`config.mk`:
```
export PLATFORM = sky130hd
export DESIGN_NAME = ptp_time_arithmetic_unit
export DESIGN_NICKNAME = d
export VERILOG_FILES = /design/src/rtl/ptu_pkg.sv /design/src/rtl/ptu_combine.sv /design/src/rtl/ptu_ns_split.sv /design/src/rtl/ptu_settle.sv /design/src/rtl/ptp_time_arithmetic_unit.sv
export SDC_FILE = /design/constraint.sdc
export NUM_CORES = 1
export LEC_CHECK = 0
export ABC_AREA = 0
export BUFFER_PORTS_ARGS = -buffer_cell sky130_fd_sc_hd__buf_2
export CAP_MARGIN = 20
export CORE_ASPECT_RATIO = 0.6
export CORE_MARGIN = 8
export CORE_UTILIZATION = 45
export DETAILED_ROUTE_END_ITERATION = 10
export GPL_TIMING_DRIVEN = 0
export SYNTH_ARGS = -nofsm -noshare
export SYNTH_HDL_FRONTEND = slang
export SYNTH_SLANG_ARGS = --single-unit
```
`constraint.sdc`:
```
create_clock -name clock -period 6.1 [get_ports clock]
set_input_delay 0.915 -clock clock [delete_from_list [all_inputs] [get_ports clock]]
set_output_delay 0.915 -clock clock [all_outputs]
set_load 0.005 [all_outputs]
```
`src/rtl/ptu_pkg.sv`:
```
// Shared types and constants for the PTP time arithmetic pipeline.
`timescale 1ns / 1ps

package ptu_pkg;

   // operation codes carried on req_action
   typedef enum logic [1:0] {
      ACT_ADD   = 2'd0,
      ACT_SUB   = 2'd1,
      ACT_HALVE = 2'd2,
      ACT_NORM  = 2'd3
   } action_type;

   localparam logic [29:0] NS_PER_SEC    = 30'd1000000000;
   localparam logic [29:0] HALF_SEC_NS   = 30'd500000000;
   localparam logic [30:0] NS_PER_SEC_31 = 31'd1000000000;

   // stage 1 -> stage 2: wrapped seconds and exact nanosecond sum
   typedef struct packed {
      logic        valid;
      logic        halve;
      logic [31:0] sec;
      logic [32:0] ns;
   } sum_stage_type;

   // stage 2 -> stage 3: seconds, quotient in -4..4, remainder below one second
   typedef struct packed {
      logic        valid;
      logic        halve;
      logic [31:0] sec;
      logic [3:0]  quot;
      logic [30:0] rem;
   } split_stage_type;

   // final normalized result
   typedef struct packed {
      logic        valid;
      logic [31:0] sec;
      logic [30:0] ns;
   } result_type;

   // mag * 10^9 for mag in 0..4
   function automatic logic signed [33:0] ns_multiple(input logic [2:0] mag);
      logic signed [33:0] step;
      unique case (mag)
         3'd1:    step = 34'sd1000000000;
         3'd2:    step = 34'sd2000000000;
         3'd3:    step = 34'sd3000000000;
         3'd4:    step = 34'sd4000000000;
         default: step = 34'sd0;
      endcase
      return step;
   endfunction

endpackage

```
`src/rtl/ptu_combine.sv`:
```
// Stage 1: forms the seconds and the exact nanosecond sum for each operation.
`timescale 1ns / 1ps

module ptu_combine import ptu_pkg::*; (
   input  logic          clock,
   input  logic          reset,
   input  logic          in_valid,
   input  logic [1:0]    action,
   input  logic [31:0]   x_seconds,
   input  logic [31:0]   x_nanoseconds,
   input  logic [31:0]   y_seconds,
   input  logic [31:0]   y_nanoseconds,
   output sum_stage_type sum_o
);

   sum_stage_type sum_ff;
   sum_stage_type sum_in;
   logic [32:0]   xn_wide;
   logic [32:0]   yn_wide;

   // seconds wrap at 32 bits, nanoseconds kept exact at 33 bits
   always_comb begin
      xn_wide      = {x_nanoseconds[31], x_nanoseconds};
      yn_wide      = {y_nanoseconds[31], y_nanoseconds};
      sum_in.valid = in_valid;
      sum_in.halve = 1'b0;
      unique case (action_type'(action))
         ACT_ADD: begin
            sum_in.sec = x_seconds + y_seconds;
            sum_in.ns  = xn_wide + yn_wide;
         end
         ACT_SUB: begin
            sum_in.sec = x_seconds - y_seconds;
            sum_in.ns  = xn_wide - yn_wide;
         end
         ACT_HALVE: begin
            sum_in.halve = 1'b1;
            sum_in.sec   = x_seconds;
            sum_in.ns    = xn_wide;
         end
         default: begin
            sum_in.sec = x_seconds;
            sum_in.ns  = xn_wide;
         end
      endcase
   end

   always_ff @(posedge clock) begin
      sum_ff.halve <= sum_in.halve;
      sum_ff.sec   <= sum_in.sec;
      sum_ff.ns    <= sum_in.ns;
      if (reset) begin
         sum_ff.valid <= 1'b0;
      end else begin
         sum_ff.valid <= sum_in.valid;
      end
   end

   assign sum_o = sum_ff;

endmodule

```
`src/rtl/ptu_ns_split.sv`:
```
// Stage 2: truncating split of the nanosecond sum into whole seconds and remainder.
`timescale 1ns / 1ps

module ptu_ns_split import ptu_pkg::*; (
   input  logic            clock,
   input  logic            reset,
   input  sum_stage_type   sum_i,
   output split_stage_type split_o
);

   split_stage_type    split_ff;
   split_stage_type    split_in;
   logic signed [33:0] ns_wide;
   logic signed [33:0] step;
   logic signed [33:0] rem_wide;
   logic [3:0]         pos_hit;
   logic [3:0]         neg_hit;
   logic [3:0]         hit;
   logic [2:0]         mag;
   logic               ns_neg;

   // |ns| <= 2^32, so the quotient is at most 4: compare against each multiple
   always_comb begin
      ns_wide = $signed({sum_i.ns[32], sum_i.ns});
      ns_neg  = sum_i.ns[32];
      for (int k = 1; k <= 4; k++) begin
         pos_hit[k-1] = ns_wide >= ns_multiple(3'(k));
         neg_hit[k-1] = ns_wide <= -ns_multiple(3'(k));
      end
      hit = ns_neg ? neg_hit : pos_hit;
      priority if (hit[3]) mag = 3'd4;
      else if (hit[2])     mag = 3'd3;
      else if (hit[1])     mag = 3'd2;
      else if (hit[0])     mag = 3'd1;
      else                 mag = 3'd0;
      step     = ns_multiple(mag);
      rem_wide = ns_neg ? ns_wide + step : ns_wide - step;

      split_in.valid = sum_i.valid;
      split_in.halve = sum_i.halve;
      split_in.sec   = sum_i.sec;
      split_in.quot  = ns_neg ? 4'(-$signed({1'b0, mag})) : {1'b0, mag};
      split_in.rem   = rem_wide[30:0];
   end

   always_ff @(posedge clock) begin
      split_ff.halve <= split_in.halve;
      split_ff.sec   <= split_in.sec;
      split_ff.quot  <= split_in.quot;
      split_ff.rem   <= split_in.rem;
      if (reset) begin
         split_ff.valid <= 1'b0;
      end else begin
         split_ff.valid <= split_in.valid;
      end
   end

   assign split_o = split_ff;

endmodule

```
`src/rtl/ptu_settle.sv`:
```
// Stages 3 to 6: fold the quotient into seconds, fix the sign, and halve.
`timescale 1ns / 1ps

module ptu_settle import ptu_pkg::*; (
   input  logic            clock,
   input  logic            reset,
   input  split_stage_type split_i,
   output result_type      result_o
);

   // stage 3: exact seconds plus quotient
   logic        s3_valid_ff, s3_valid_in;
   logic        s3_halve_ff, s3_halve_in;
   logic [32:0] s3_sec_ff, s3_sec_in;
   logic [30:0] s3_rem_ff, s3_rem_in;

   // stage 4: sign fix, or floor form of the total for halving
   logic        s4_valid_ff, s4_valid_in;
   logic        s4_halve_ff, s4_halve_in;
   logic [32:0] s4_sec_ff, s4_sec_in;
   logic [30:0] s4_ns_ff, s4_ns_in;

   // stage 5: floor of the total over two
   logic        s5_valid_ff, s5_valid_in;
   logic        s5_halve_ff, s5_halve_in;
   logic [31:0] s5_sec_ff, s5_sec_in;
   logic [30:0] s5_ns_ff, s5_ns_in;

   // stage 6: back to truncated form
   result_type  result_ff, result_in;

   logic        rem_neg, rem_pos, sec_pos, sec_neg;
   logic [29:0] floor_rem, half_rem;
   logic        round_up;
   logic        full_sec, to_trunc;

   // stage 3
   always_comb begin
      s3_valid_in = split_i.valid;
      s3_halve_in = split_i.halve;
      s3_sec_in   = {split_i.sec[31], split_i.sec} + {{29{split_i.quot[3]}}, split_i.quot};
      s3_rem_in   = split_i.rem;
   end

   // stage 4: one borrow or carry between the parts
   always_comb begin
      rem_neg     = s3_rem_ff[30];
      rem_pos     = !s3_rem_ff[30] && (|s3_rem_ff);
      sec_neg     = s3_sec_ff[31];
      sec_pos     = !s3_sec_ff[31] && (|s3_sec_ff[31:0]);
      s4_valid_in = s3_valid_ff;
      s4_halve_in = s3_halve_ff;
      s4_sec_in   = s3_sec_ff;
      s4_ns_in    = s3_rem_ff;
      priority if (s3_halve_ff) begin
         // remainder made non-negative so the halving works on a floor split
         if (rem_neg) begin
            s4_sec_in = s3_sec_ff - 33'd1;
            s4_ns_in  = s3_rem_ff + NS_PER_SEC_31;
         end
      end else if (sec_pos && rem_neg) begin
         s4_sec_in = s3_sec_ff - 33'd1;
         s4_ns_in  = s3_rem_ff + NS_PER_SEC_31;
      end else if (sec_neg && rem_pos) begin
         s4_sec_in = s3_sec_ff + 33'd1;
         s4_ns_in  = s3_rem_ff - NS_PER_SEC_31;
      end
   end

   // stage 5: an odd second moves half a second into the nanoseconds;
   // negative odd totals round toward zero
   always_comb begin
      floor_rem   = s4_ns_ff[29:0];
      round_up    = s4_sec_ff[32] && floor_rem[0];
      half_rem    = (s4_sec_ff[0] ? HALF_SEC_NS : 30'd0) + {1'b0, floor_rem[29:1]}
                    + {29'd0, round_up};
      s5_valid_in = s4_valid_ff;
      s5_halve_in = s4_halve_ff;
      s5_sec_in   = s4_halve_ff ? s4_sec_ff[32:1] : s4_sec_ff[31:0];
      s5_ns_in    = s4_halve_ff ? {1'b0, half_rem} : s4_ns_ff;
   end

   // stage 6: full second carries out; negative seconds take a negative remainder
   always_comb begin
      full_sec        = s5_halve_ff && (s5_ns_ff == {1'b0, NS_PER_SEC});
      to_trunc        = s5_halve_ff && s5_sec_ff[31] && (|s5_ns_ff) && !full_sec;
      result_in.valid = s5_valid_ff;
      result_in.sec   = (full_sec || to_trunc) ? s5_sec_ff + 32'd1 : s5_sec_ff;
      priority if (full_sec) result_in.ns = 31'd0;
      else if (to_trunc)     result_in.ns = s5_ns_ff - NS_PER_SEC_31;
      else                   result_in.ns = s5_ns_ff;
   end

   always_ff @(posedge clock) begin
      s3_halve_ff   <= s3_halve_in;
      s3_sec_ff     <= s3_sec_in;
      s3_rem_ff     <= s3_rem_in;
      s4_halve_ff   <= s4_halve_in;
      s4_sec_ff     <= s4_sec_in;
      s4_ns_ff      <= s4_ns_in;
      s5_halve_ff   <= s5_halve_in;
      s5_sec_ff     <= s5_sec_in;
      s5_ns_ff      <= s5_ns_in;
      result_ff.sec <= result_in.sec;
      result_ff.ns  <= result_in.ns;
      if (reset) begin
         s3_valid_ff     <= 1'b0;
         s4_valid_ff     <= 1'b0;
         s5_valid_ff     <= 1'b0;
         result_ff.valid <= 1'b0;
      end else begin
         s3_valid_ff     <= s3_valid_in;
         s4_valid_ff     <= s4_valid_in;
         s5_valid_ff     <= s5_valid_in;
         result_ff.valid <= result_in.valid;
      end
   end

   assign result_o = result_ff;

endmodule

```
`src/rtl/ptp_time_arithmetic_unit.sv`:
```
// Top level of the seconds-plus-nanoseconds time arithmetic pipeline.
`timescale 1ns / 1ps

// Adds, subtracts, halves or normalizes PTP times held as 32-bit seconds plus
// signed nanoseconds. Every result comes out normalized: |nanoseconds| below one
// second, and the nanoseconds carry the sign of the seconds whenever the seconds
// are nonzero; seconds wrap at 32 bits. The block takes one item per clock cycle
// and returns each result as a one-cycle strobe on rsp_valid with the result on
// the rsp_ ports; results leave in order. Each item passes through six register
// stages: operand combine, split of the nanoseconds by 10^9, seconds fold, sign
// fix, halving, and final rounding. The receiver cannot hold results off and the
// pipeline never stalls, so busy is high only while reset is asserted.

module ptp_time_arithmetic_unit import ptu_pkg::*; (
   input  logic        clock,
   input  logic        reset,
   input  logic        start,
   output logic        busy,
   input  logic [1:0]  req_action,
   input  logic [31:0] req_x_seconds,
   input  logic [31:0] req_x_nanoseconds,
   input  logic [31:0] req_y_seconds,
   input  logic [31:0] req_y_nanoseconds,
   output logic        rsp_valid,
   output logic [31:0] rsp_result_seconds,
   output logic [30:0] rsp_result_nanoseconds
);

   localparam int PIPE_DEPTH = 6;

   sum_stage_type   sum_stage;
   split_stage_type split_stage;
   result_type      result;
   logic            accept;

   assign busy   = reset;
   assign accept = start && !busy;

   ptu_combine u_combine (
      .clock         (clock),
      .reset         (reset),
      .in_valid      (accept),
      .action        (req_action),
      .x_seconds     (req_x_seconds),
      .x_nanoseconds (req_x_nanoseconds),
      .y_seconds     (req_y_seconds),
      .y_nanoseconds (req_y_nanoseconds),
      .sum_o         (sum_stage)
   );

   ptu_ns_split u_ns_split (
      .clock   (clock),
      .reset   (reset),
      .sum_i   (sum_stage),
      .split_o (split_stage)
   );

   ptu_settle u_settle (
      .clock    (clock),
      .reset    (reset),
      .split_i  (split_stage),
      .result_o (result)
   );

   assign rsp_valid              = result.valid;
   assign rsp_result_seconds     = result.sec;
   assign rsp_result_nanoseconds = result.ns;

   // every accepted item comes out exactly once
   a_latency: assert property (@(posedge clock) disable iff (reset)
      rsp_valid == $past(accept, PIPE_DEPTH))
      else $error("result strobe does not match accepted items");

   // nanoseconds stay strictly below one second in magnitude
   a_ns_range: assert property (@(posedge clock) disable iff (reset)
      rsp_valid |-> ($signed(rsp_result_nanoseconds) < $signed({1'b0, NS_PER_SEC}) &&
                     $signed(rsp_result_nanoseconds) > -$signed({1'b0, NS_PER_SEC})))
      else $error("result nanoseconds out of range");

   // positive seconds never pair with negative nanoseconds
   a_sign_pos: assert property (@(posedge clock) disable iff (reset)
      (rsp_valid && $signed(rsp_result_seconds) > 0) |-> !rsp_result_nanoseconds[30])
      else $error("sign of nanoseconds disagrees with positive seconds");

   // negative seconds never pair with positive nanoseconds
   a_sign_neg: assert property (@(posedge clock) disable iff (reset)
      (rsp_valid && rsp_result_seconds[31]) |->
         (rsp_result_nanoseconds[30] || rsp_result_nanoseconds == 31'd0))
      else $error("sign of nanoseconds disagrees with negative seconds");

endmodule

```
==> results of run 1 <==
-- registers in the layout, indices dropped and copies added (netlist names) --
register and cells:
u_settle.s4_sec_ff 33, u_ns_split.split_o 69, u_settle.s3_valid_ff 1, u_settle.s5_halve_ff 1, u_settle.s5_valid_ff 1, u_settle.s3_rem_ff 31
u_settle.s5_ns_ff 31, u_combine.sum_o 67, u_settle.s4_ns_ff 31, u_settle.s3_sec_ff 33, u_settle.s4_halve_ff 1, u_settle.s5_sec_ff 32
u_settle.s3_halve_ff 1, u_settle.result_o 64, u_settle.s4_valid_ff 1
-- cell usage in the layout (no fill, tap or decap), types with 19 or more instances in the layout --
cell         n
a211oi_1    21
a21o_1      32
a21oi_1    180
a31oi_1     20
and3_1      25
buf_2      204
clkbuf_1    71
clkbuf_16   38
dfxtp_1    394
ha_1       142
inv_1       77
mux2_2      51
nand2_1    211
nand2b_1    33
nand3_1     83
nand4_1     33
nor2_1     173
nor2b_1     26
nor3_1      61
nor4_1      27
o21a_1      26
o21ai_0    178
o21bai_1    19
o31ai_1     33
or3_1       21
xnor2_1    134
xor2_1     136
-- worst paths after layout --
kind                            start                endpoint  slack [ns]  cells after the start
setup / recovery  u_combine.sum_o[10]  u_ns_split.split_o[29]        0.17                     28
hold reg to reg   u_combine.sum_o[49]  u_ns_split.split_o[51]        0.31                      0
setup reg to reg  u_combine.sum_o[10]  u_ns_split.split_o[29]        0.17                     28
hold / removal    u_combine.sum_o[49]  u_ns_split.split_o[51]        0.31                      0
-- layout make-up --
class,count,area [sq um]
Tap cell,640,800.8
Antenna cell,1,2.502
Multi-Input combinational cell,1906,13000
Inverter,79,297.8
Fill cell,4494,22560
Clock buffer,53,1097
Clock inverter,15,226.5
Buffer,86,352.8
Timing Repair Buffer,213,1114
Sequential cell,397,7951
-- power groups by stage --
stage                     registers, mW  clock network (mW)  logic [mW]
after floorplan                    4.31                   0        3.53
after global routing               4.70                2.67        5.62
after global placement             4.58                   0        4.76
after CTS                          4.55                2.54        4.95
after detailed placement           4.59                   0        4.85
final                              4.56                2.47        5.08
-- worst reg2reg max path, delay by kind of cell (launching register included) --
family                     cells  cell delay [ns]
and+or+nand+nor                3             0.42
buffers and inverters          5             0.64
AOI/OAI and AO/OA             16             3.35
DFF                            1             0.33
xor gates and xnor gates       1             0.27
adders and majority gates      3             0.83
-- routing by layer --
metal / global-route usage, % / vias to the layer above / part of all wire, %
li1: - / 9386 / -
met1: 36.87 / 9150 / 52
met2: 33.05 / 679 / 39
met3: 4.727 / 60 / 8.0
met4: 3.510 / 0 / 1.0
met5: 0 / - / 0
-- through the flow --
| step | setup TNS, ns | util (%) | std cells |
|---|---|---|---|
| floorplan | 0 | - | 2470 |
| global placement | -9.519 | 48.98 | 3307 |
| detailed placement | -8.157 | 49.01 | 3308 |
| CTS | 0 | 52.05 | 3381 |
| global route | -0.04184 | 52.41 | 3390 |
| finish | 0 | 52.41 | 3390 |
-- cells by family (layout without fill, tap and decap cells) --
group                    Yosys count  in the layout  share of synthesized area, %
other                              0              1                             0
AO/OA/AOI/OAI                    649            649                         18.97
XOR/XNOR                         271            271                         11.11
flip-flops                       397            397                         37.09
adder cells (fa/ha/maj)          148            148                         8.781
multiplexers                      59             59                         3.054
AND/OR/NAND/NOR                  779            779                         18.02
buffers and inverters            167            446                         2.972
-- repair_timing --
| action | 4_1_cts | 5_1_grt |
|---|---|---|
| endpoints found under the setup margin | 15 | 9 |
| resized for setup | 29 | 32 |
| pin swaps | 5 | 11 |
| setup buffers | 6 | 9 |
==> flow_metrics.tcl, run 1 <==
set metrics [dict create \
    status "finished, final reports clean" \
    hp-class "flop to flop" \
    cts_max_level 2 \
    yosys.cell_types.count 87 \
    synth_ff_type "dfxtp_1" \
    path_delay_family "compound AO/OA/AOI/OAI gates" \
    crit_slowest_cell "o41a_1" \
    fin_crit_sh_pct 97.19 \
    post-route-drc-count 0 \
    synthTopCellsByCount "dfxtp_1, nand2_1, o21ai_0" \
    route.detailed.vias_per_inst 5.686 \
    hold_ws_ns 0.3091 \
    std_cell_rows 62 \
    worst_pin_slew_ns 1.152 \
    crit_required_ns 6.55 \
    synth_area_sq_um 21430 \
    grt_max_degree 18 \
    power_switching_mw 4.770 \
    nets 3001 \
    skew_ns 0.02145 \
    grt_antenna_before_repair 3 \
    final_cell_area_sq_um 24840 \
    synth_seq_cells 397 \
    cp_max_fo 10 \
    yosysTopAreaCell "dfxtp_1" \
    fp.dieH_um 185.0 \
    syn_avg_cell_area_sq_um 8.676 \
    gr-total-overflow 0 \
    numCtsBuffers 37 \
    place_congestion 0.9616 \
    grt_usage_pct 23.52 \
    setup_viol 0 \
    synth_sequential_area_ratio_pct 37.09 \
    clock_sinks 397 \
    drv_slew 0 \
    min_period_ns 5.928 \
    place_area_sq_um 23230 \
    cts_tree "yes" \
    power_frac_comb_pct 42.0 \
    yosys_warnings 0 \
    p_int_mw 7.338 \
    hpwl_um 54290 \
    crit_buf_inv 5 \
    syn_to_final_growth_pct 15.93 \
    die_w_um 297.7 \
    wl_um 66980 \
    pre_cts_slack_ns -1.222 \
    synth_edf_count 0 \
    postCtsHoldBufs 0 \
    arrival_ns 6.38 \
    core_sq_um 47400 \
    wl_per_cell_um 19.76 \
    max-cap-violations 0 \
    endpoint_kind "flop" \
    hold_viol_final 0 \
    clk_pin_slew_ns 0.07 \
    synth_nets 2751 \
    crit_path_start_kind "flop" \
    pin_count 198 \
    postSynth.asyncResetShare_pct 0 \
    power_frac_seq_pct 37.7 \
    drt_iter0_drc 1810 \
    netlist_top_cells_area "dfxtp_1, ha_1, xor2_1" \
    layout_setup_ws_ns 0.1715 \
    port_buffers 197 \
    ant_nets 0 \
    fmax_mhz 168.7 \
    synth.most_common_cell "dfxtp_1" \
    grt_pass1_vias 18443 \
    power_mw 12.11 \
    grt_pass1_wl_um 104500 \
    slew-limit-headroom_pct 22.56 \
    dr.pass1.iters 5 \
    syn_inst 2470 \
    crit_top_cell "inv_1" \
    drive_above_1_share_pct 14.44 \
    peakVddDrop_v 0.0002512 \
    p_per_area_nw_per_um2 487.4 \
    clk_latency_ns 0.55 \
    start_util_pct 45.21 \
    cts_root_buf "clkbuf_16" \
    swShare_pct 39.39 \
    max_stage_delay_ns 0.45 \
    p_leak_nw 10.41 \
    vias 19275 \
    critical_path_class "flop to flop" \
    die_area_sq_um 55090 \
    p_clk_share_pct 20.4 \
    cts_buffer_depth 3 \
    netlist.area_leader.share_pct 37.09 \
]
Power figures use the tool's default switching activity.
==> run 2: changes to the inputs <==
--- a/config.mk
+++ b/config.mk
@@ -11,6 +11,7 @@
 export CORE_ASPECT_RATIO = 0.6
 export CORE_MARGIN = 8
 export CORE_UTILIZATION = 45
+export CTS_BUF_LIST = sky130_fd_sc_hd__clkbuf_8
 export DETAILED_ROUTE_END_ITERATION = 10
 export GPL_TIMING_DRIVEN = 0
 export SYNTH_ARGS = -nofsm -noshare
==> run 2 against run 1 <==
Compared with the run above:
- hold slack improved by 0.012 ns
- clock-buffer cell count increased by 17
- highest routed layer unchanged
- global-route usage about the same
- die area unchanged
- final area decreased by 0.40%
- combinational power about the same
- critical endpoint is now u_ns_split.split_o[30]
- wire length increased by 0.12%
- flip-flop and latch count unchanged
- final cell count increased by 0.86%
- critical path depth decreased by 2
==> flow_metrics.tcl, run 2 (same netlist as run 1, synthesis figures left out) <==
set metrics [dict create \
    status "finished, final reports clean" \
    wl_met1_um 34820 \
    grt_antenna_before_repair 3 \
    power_mw 11.83 \
    ant_nets 0 \
    route.detailed.vias_per_inst 5.671 \
    nets 3017 \
    fmax_mhz 166.6 \
    cp_max_fo 10 \
    start_util_pct 45.21 \
    std_cell_rows 62 \
    cts_max_level 2 \
    port_buffers 197 \
    clk_latency_ns 0.63 \
    drv_slew 0 \
    route.met3.wl_um 5515 \
    wl_met2_um 26060 \
    critical_path_class "flop to flop" \
    p_per_area_nw_per_um2 478.3 \
    drive_above_1_share_pct 15.19 \
    skew_ns 0.04261 \
    place_congestion 0.9616 \
    hpwl_um 54290 \
    grt_usage_pct 23.49 \
    wl_um 67060 \
    die_w_um 297.7 \
    highest_layer "met4" \
    timing.hold.worst.start "u_ns_split.split_o[18]" \
    cts_root_buf "clkbuf_8" \
    crit_required_ns 6.62 \
    clk_pin_slew_ns 0.07 \
    p_leak_nw 10.43 \
    fin_util_pct 52.20 \
    grt_max_degree 18 \
    die_area_sq_um 55090 \
    arrival_ns 6.52 \
    vias 19389 \
    grt_pass1_wl_um 104400 \
    core_sq_um 47400 \
    clock_sinks 397 \
    hold_viol_final 0 \
    slew-limit-headroom_pct 23.15 \
    worst_pin_slew_ns 1.143 \
    layout_common_cells "dfxtp_1, nand2_1, buf_2, a21oi_1, o21ai_0" \
    syn_to_final_growth_pct 15.47 \
    gr-total-overflow 0 \
    final_common_cell "dfxtp_1" \
    post-route-drc-count 0 \
    hp-class "flop to flop" \
    fin_crit_sh_pct 98.39 \
    grt_pass1_vias 18603 \
    max-cap-violations 0 \
    endpoint_kind "flop" \
    cts_tree "yes" \
    fp.dieH_um 185.0 \
    drt_iter0_drc 1746 \
    setup_viol 0 \
    largest_reg_flops 69 \
    dr.pass1.iters 8 \
    min_period_ns 6.002 \
    wl_per_cell_um 19.61 \
    cts_buffer_depth 3 \
    peakVddDrop_v 0.0002378 \
    numCtsBuffers 54 \
    regToRegStartpoint "u_combine.sum_o[10]" \
    pin_count 198 \
    critPathLaunch "u_combine.sum_o[10]" \
    crit_path_start_kind "flop" \
]
## run 2: report_power, final
part,switching [mW],internal (mW),total (mW)
Clock,0.993,1.21,2.20
Sequential,0.869,3.69,4.56
Combinational,2.87,2.20,5.08
## run 2: metrics by stage
| step | hold WS [ns] | std cells | setup slack (ns) | instance area [sq um] | setup TNS (ns) |
|---|---|---|---|---|---|
| 2_1_floorplan | 0.3096 | 2470 | 0.7570 | 21430 | 0 |
| 3_3_place_gp | 0.3132 | 3307 | -1.253 | 23220 | -9.519 |
| 3_5_place_dp | 0.3121 | 3308 | -1.222 | 23230 | -8.157 |
| 4_1_cts | 0.3222 | 3411 | 0.01333 | 24570 | 0 |
| 5_1_grt | 0.3223 | 3419 | -0.01694 | 24740 | -0.01789 |
| 6_report | 0.3208 | 3419 | 0.09848 | 24740 | 0 |
## run 2: worst paths after layout
| check | endpoint | slack, ns | cells past startpoint |
|---|---|---|---|
| max | u_ns_split.split_o[30] | 0.1 | 26 |
| min | u_settle.s3_rem_ff[18] | 0.32 | 0 |
| max reg2reg | u_ns_split.split_o[30] | 0.1 | 26 |
| min reg2reg | u_settle.s3_rem_ff[18] | 0.32 | 0 |
## run 2: cell type report
class / count / area (sq um)
buffer: 86 / 355.3
multi-input combinational: 1906 / 13010
clock buffer: 70 / 963.4
tap: 640 / 800.8
clock inverter: 28 / 255.2
fill: 4531 / 22650
antenna: 1 / 2.502
timing repair buffer: 212 / 1106
sequential: 397 / 7951
inverter: 79 / 297.8
## run 2: layer usage
| metal | global-route usage [%] | vias to the layer above |
|---|---|---|
| met5 | 0 | - |
| met4 | 3.587 | 0 |
| met3 | 5.065 | 59 |
| met2 | 33.00 | 687 |
| met1 | 36.59 | 9202 |
| li1 | - | 9441 |
## run 2: worst max-delay path, stage by stage (launching register included)
cell and delay [ns]:
dfxtp_1 0.33, clkbuf_4 0.21, o41a_1 0.45, o2111ai_1 0.24
nand2_1 0.17, a221o_1 0.35, o311a_1 0.19, a211oi_4 0.28
a21oi_4 0.09, nor2_4 0.16, inv_2 0.09, ha_4 0.19
o22ai_2 0.15, ha_2 0.30, inv_1 0.07, o21ai_2 0.07
ha_1 0.29, a21o_1 0.20, a21oi_1 0.22, o21ai_1 0.17
a21oi_1 0.26, o21a_1 0.23, o21ai_0 0.21, o21a_1 0.28
a21bo_2 0.22, a31oi_1 0.25, xnor2_1 0.21
## run 2: timing repair
| action | 4_1_cts | 5_1_grt |
|---|---|---|
| endpoints found under the hold margin | 0 | 0 |
| gates resized for setup | 29 | 36 |
| setup endpoints to repair | 15 | 10 |
| pin swaps | 5 | 11 |
| buffers inserted | 6 | 8 |
| hold buffers | 0 | 0 |
